### config.mk
export PLATFORM = sky130hd
export DESIGN_NAME = spalt_ram
export DESIGN_NICKNAME = d
export VERILOG_FILES = /design/src/rtl/core/assert_macros.svh /design/src/rtl/core/spalt_ram.sv
export SDC_FILE = /design/constraint.sdc
export NUM_CORES = 1
export LEC_CHECK = 0
export BUFFER_PORTS_ARGS = -buffer_cell sky130_fd_sc_hd__buf_2
export CELL_PAD_IN_SITES_DETAIL_PLACEMENT = 1
export CELL_PAD_IN_SITES_GLOBAL_PLACEMENT = 2
export CORE_UTILIZATION = 35
export CTS_BUF_LIST = sky130_fd_sc_hd__clkbuf_4
export DETAILED_ROUTE_END_ITERATION = 12
export PLACE_DENSITY = 0.57
export RECOVER_POWER = 25
export SETUP_SLACK_MARGIN = 0.1
export SYNTH_ARGS = -nofsm -noshare
export SYNTH_HDL_FRONTEND = slang
export SYNTH_SLANG_ARGS = --single-unit
### constraint.sdc
create_clock -name i_clk -period 4.1 [get_ports i_clk]
set_input_delay 0 -clock i_clk [delete_from_list [all_inputs] [get_ports i_clk]]
set_output_delay 0 -clock i_clk [all_outputs]
set_load 0.05 [all_outputs]
### src/rtl/core/assert_macros.svh
// Assertion helpers shared by the RTL
`ifndef ASSERT_MACROS_SVH
`define ASSERT_MACROS_SVH

// property holds every cycle outside reset
`define SPALT_ASSERT(lbl, clk, rst_n, prop, msg) \
    lbl: assert property (@(posedge clk) disable iff (!rst_n) (prop)) else $error(msg);

// antecedent this cycle implies consequent next cycle
`define SPALT_ASSERT_NEXT(lbl, clk, rst_n, ante, cons, msg) \
    lbl: assert property (@(posedge clk) disable iff (!rst_n) (ante) |=> (cons)) else $error(msg);

`endif

### src/rtl/core/spalt_ram.sv
`timescale 1ns / 1ps
module spalt_ram #(
    parameter int WIDTH = 8,
    parameter int DEPTH = 32
) (
    input  logic                     i_clk,
    input  logic                     i_we,
    input  logic [$clog2(DEPTH)-1:0] i_waddr,
    input  logic [WIDTH-1:0]         i_wdata,
    input  logic [$clog2(DEPTH)-1:0] i_raddr,
    output logic [WIDTH-1:0]         o_rdata
);
    logic [WIDTH-1:0] r_mem [DEPTH];

    always_ff @(posedge i_clk) begin
        if (i_we) begin
            r_mem[i_waddr] <= i_wdata;
        end
        o_rdata <= r_mem[i_raddr];
    end
endmodule
# Yosys cells after proc, flatten, opt, wreduce, memory -nomap -nowiden

Memories as Yosys holds them, arrays and structs flattened. A register that Yosys moved wholly into a read port is not among the register bits.
Cells that the tools add are included.

Bits in registers: 0
Memory bits (writable): 256
Output and inout port bits: 8
Word-level logic and storage cells: 3
Memories kept: 1

Multiplexer cells: 2

Memory list:

| name  | words | width | read ports | clocked after Yosys merged registers in | wr ports | line            | text |
|---|---|---|---|---|---|---|---|
| r_mem | 32    | 8     | 1          | 1                                       | 1        | spalt_ram.sv:13 | `logic [WIDTH-1:0] r_mem [DEPTH];` |

Operators by type and width:

| cell   | count |
|---|---|
| $mux 1 | 2 |

# Longest topological paths before layout

Depth in word-level cells: 2
Gate-level depth with buffers: 5

# Worst setup path after synthesis

OpenSTA, ideal clock, no wires.

Path type: input port to flip-flop
Start point: input i_raddr[2]
End point: register o_rdata[0], read port of r_mem
Library setup time: 0.121 ns
Data arrival time: 1.682 ns
Slack: 2.298 ns
Stages: 5
Path buffers: 2
Path through: clkbuf_1 -> clkbuf_1 -> mux4_2 -> mux4_2 -> mux2_2

RTL lines:

| element         | line            | text |
|---|---|---|
| start, declared | spalt_ram.sv:10 | `input logic [$clog2(DEPTH)-1:0] i_raddr,` |
| end, declared   | spalt_ram.sv:11 | `output logic [WIDTH-1:0] o_rdata` |

==> summary.txt <==
Synth
  – #FFs+latches synth: 264
  – Avg Inst Size Synth: 24.1 um^2
  – Syn. warnings: 0
  – Post-synthesis mux area share: 18.8%
  – Simple logic cell fraction of the synthesized area: 2.07%
  – Syn nets: 437
  – Yosys top cell area share: 76.5%
  – Sequential share of the synthesized area: 78.1%
  – Synth cell types: 15
  – Post-Synthesis Cell Area: 10100 um^2
  – Yosys top cell by area: edfxtp_1
  – Adder-cell share of the synthesized area: 0%
  – Main combinational cell family by area after synthesis: multiplexers
  – Compound-gate portion of the synthesized area: 0%
  – Synth area leaders: edfxtp_1, mux4_2, dfxtp_1, nor2_1, mux2_2
  – Cells after Synth: 417
  – Post-Synth XOR/XNOR Area: 0%

Timing
  – Max Fclk: 537 MHz
  – Clock Skew: 34.3 ps
  – Max Transition Viols Final: 132
  – Slew HR: -7.70%
  – Min Tclk post-route: 1860 ps
  – RSZ-0062 raised after global routing: no
  – Final critical-path share of the clock period: 45.4%
  – Final hold violation count: 0
  – Tightest Pin Transition: 1620 ps
  – Setup TNS: 0 ps
  – Final setup violation count: 0

Layout
  – FF/Latch Area: 7850 um^2
  – Area of the multi-input gates: 2100 um^2
  – Util after Layout: 41.1%
  – Most frequent cells in the layout: edfxtp_1, clkbuf_4, mux4_2
  – Nets: 527
  – Share of cells above drive strength 1: 38.9%
  – Final cell count without fillers: 937
  – Area delta synth->final: 14.5%
  – Commonest non-fill, non-tap cell in the layout: edfxtp_1
  – Fill cells: 2670

Clocking
  – Setup Buffers After CTS: 0
  – Skew-Pair Late Insertion Delay: 640 ps
  – CTS tree: yes
  – CTS sink count: 264
  – Num CTS Buffers: 68
  – Root buffer cell: clkbuf_4
  – Max Buffers Root-to-Sink: 3
  – Max H-tree Level: 3
  – Clock transition at path regs: 70 ps
  – Cts repair resizes: 0

Route
  – # DRC: 0
  – First-pass detailed-route iteration total: 4
  – Total Wirelength: 22700 um
  – Antenna-violating nets left: 0
  – Vias: 4663
  – DR iter-0 viols: 305
  – Vias per cell: 4.98
  – DR WL/cell: 24.3 um

Power
  – Leak: 3.62 nW
  – VDD IR-drop max: 0.000135 V
  – Logic pwr share: 5.9%
  – Pwr/cell area: 476 nW/um^2
  – Internal power: 4.23 mW
  – Switching power: 1.25 mW
  – Switching share of total power: 22.8%
  – Clk pwr share: 39.0%
  – Seq pwr share: 55.1%

Critical path
  – Worst setup path class: primary input to register
  – CP required: 4610 ps
  – Critical Path AT: 2370 ps
  – Crit path max fanout: 40
  – CP Buf/Inv Count: 2
  – Critical-path cell list: buf_4 -> buf_4 -> mux4_2 -> mux4_2 -> mux2_2
  – Levels on crit path: 5
  – Slowest CP cell: buf_4
  – Critical Path End Type: register
  – FF-to-FF path depth: 3
  – Startpoint Class: primary input
  – Slowest Stage Delay on Critical Path: 610 ps
  – Crit-path leading delay family: multiplexers

Min path
  – Hold depth: 3
  – Worst min-delay path class: primary input to register

Die
  – Initial Util: 35.9%
  – Num ports: 28
  – Die area: 29400 um^2
  – Core ar.: 28000 um^2
  – FP Rows: 61
  – Chip Width: 171 um
  – Chip height: 171 um

Global routing
  – Total gr overflow: 0
  – Overall Global Routing Usage: 16.6%
  – First-pass GRT wire length: 33900 um
  – Pin count of the biggest net entering global routing: 41
  – Vias in the first global route: 5068
  – Antenna violations before repair: 2

Placement
  – GP Congestion: 0.744
  – Port bufs: 27
  – Post-DP HPWL: 14100 um
  – Placed Cells: 806

Run
  – Max cap viols: 4

Run status
  – Failing checks: capacitance limit, slew limit
  – Status: finished with violations
[cells in the mapped netlist, drive strengths merged]
master,number
edfxtp,256
buf,14
or3,1
dfxtp,8
clkbuf,6
nor2,33
mux2,8
nand3,2
or3b,3
nand3b,5
nand2,1
mux4,80
[through the flow]
step	power (mW)	cell area (um^2)	worst slack, ps	hold WS, ps
after floorplan	3.27	10100	2300	98.9
after global placement	3.40	10600	1560	491
after detailed placement	3.40	10600	1510	486
after CTS	5.57	11500	2220	14.8
after global routing	5.70	11500	2090	46.0
final	5.48	11500	2240	66.8
[what timing repair did]
action,CTS,global route
endpoints found under the hold margin,264,0
hold buffers,9,0
endpoints found under the setup margin,0,0
[tightest hold or removal path, delay by kind of cell]
family | cells | cell delay, ps
multiplexers | 2 | 410
buffers and inverters | 1 | 250
[flip-flops by register name, indices dropped and copies added (netlist names)]
signal and cells:
r_mem 256, o_rdata 8
[final timing paths]
path | start | slack [ps] | to
worst max register to register | r_mem[5][0] | 2250 | o_rdata[0]
worst max-delay path | i_raddr[0] | 2240 | o_rdata[5]
worst min-delay path | i_raddr[4] | 70 | o_rdata[3]
worst min register to register | r_mem[27][1] | 890 | o_rdata[1]
[logic make-up (layout without fill, tap and decap cells)]
group	after synthesis	in the layout
multiplexers	88	88
buffers and inverters	20	161
AND/OR/NAND/NOR	45	45
flip-flops	264	264
other	0	1
[cell type report]
type,count,share of cell area [%]
clock inverter,30,1.26
sequential,264,68.2
tap,378,4.11
multi-input combinational,133,18.2
clock buffer,91,5.93
timing repair buffer,40,2.28
antenna,1,0.0217
[power by group through the flow]
stage | Sequential (mW) | Clock [mW] | Combinational, mW
6_report | 3.02 | 2.13 | 0.324
5_1_grt | 3.02 | 2.33 | 0.350
4_1_cts | 3.02 | 2.21 | 0.335
3_5_place_dp | 3.08 | 0 | 0.328
3_3_place_gp | 3.08 | 0 | 0.320
2_1_floorplan | 3.11 | 0 | 0.160
[metal layers]
layer | vias up | global-route usage [%] | part of all wire, %
met5 | - | 0 | 0
met4 | 0 | 5.71 | 1.5
met3 | 30 | 4.14 | 6.4
met2 | 137 | 24.2 | 46
met1 | 2486 | 24.2 | 46
li1 | 2010 | - | -
Note: power is estimated with default switching activity, not from simulation.
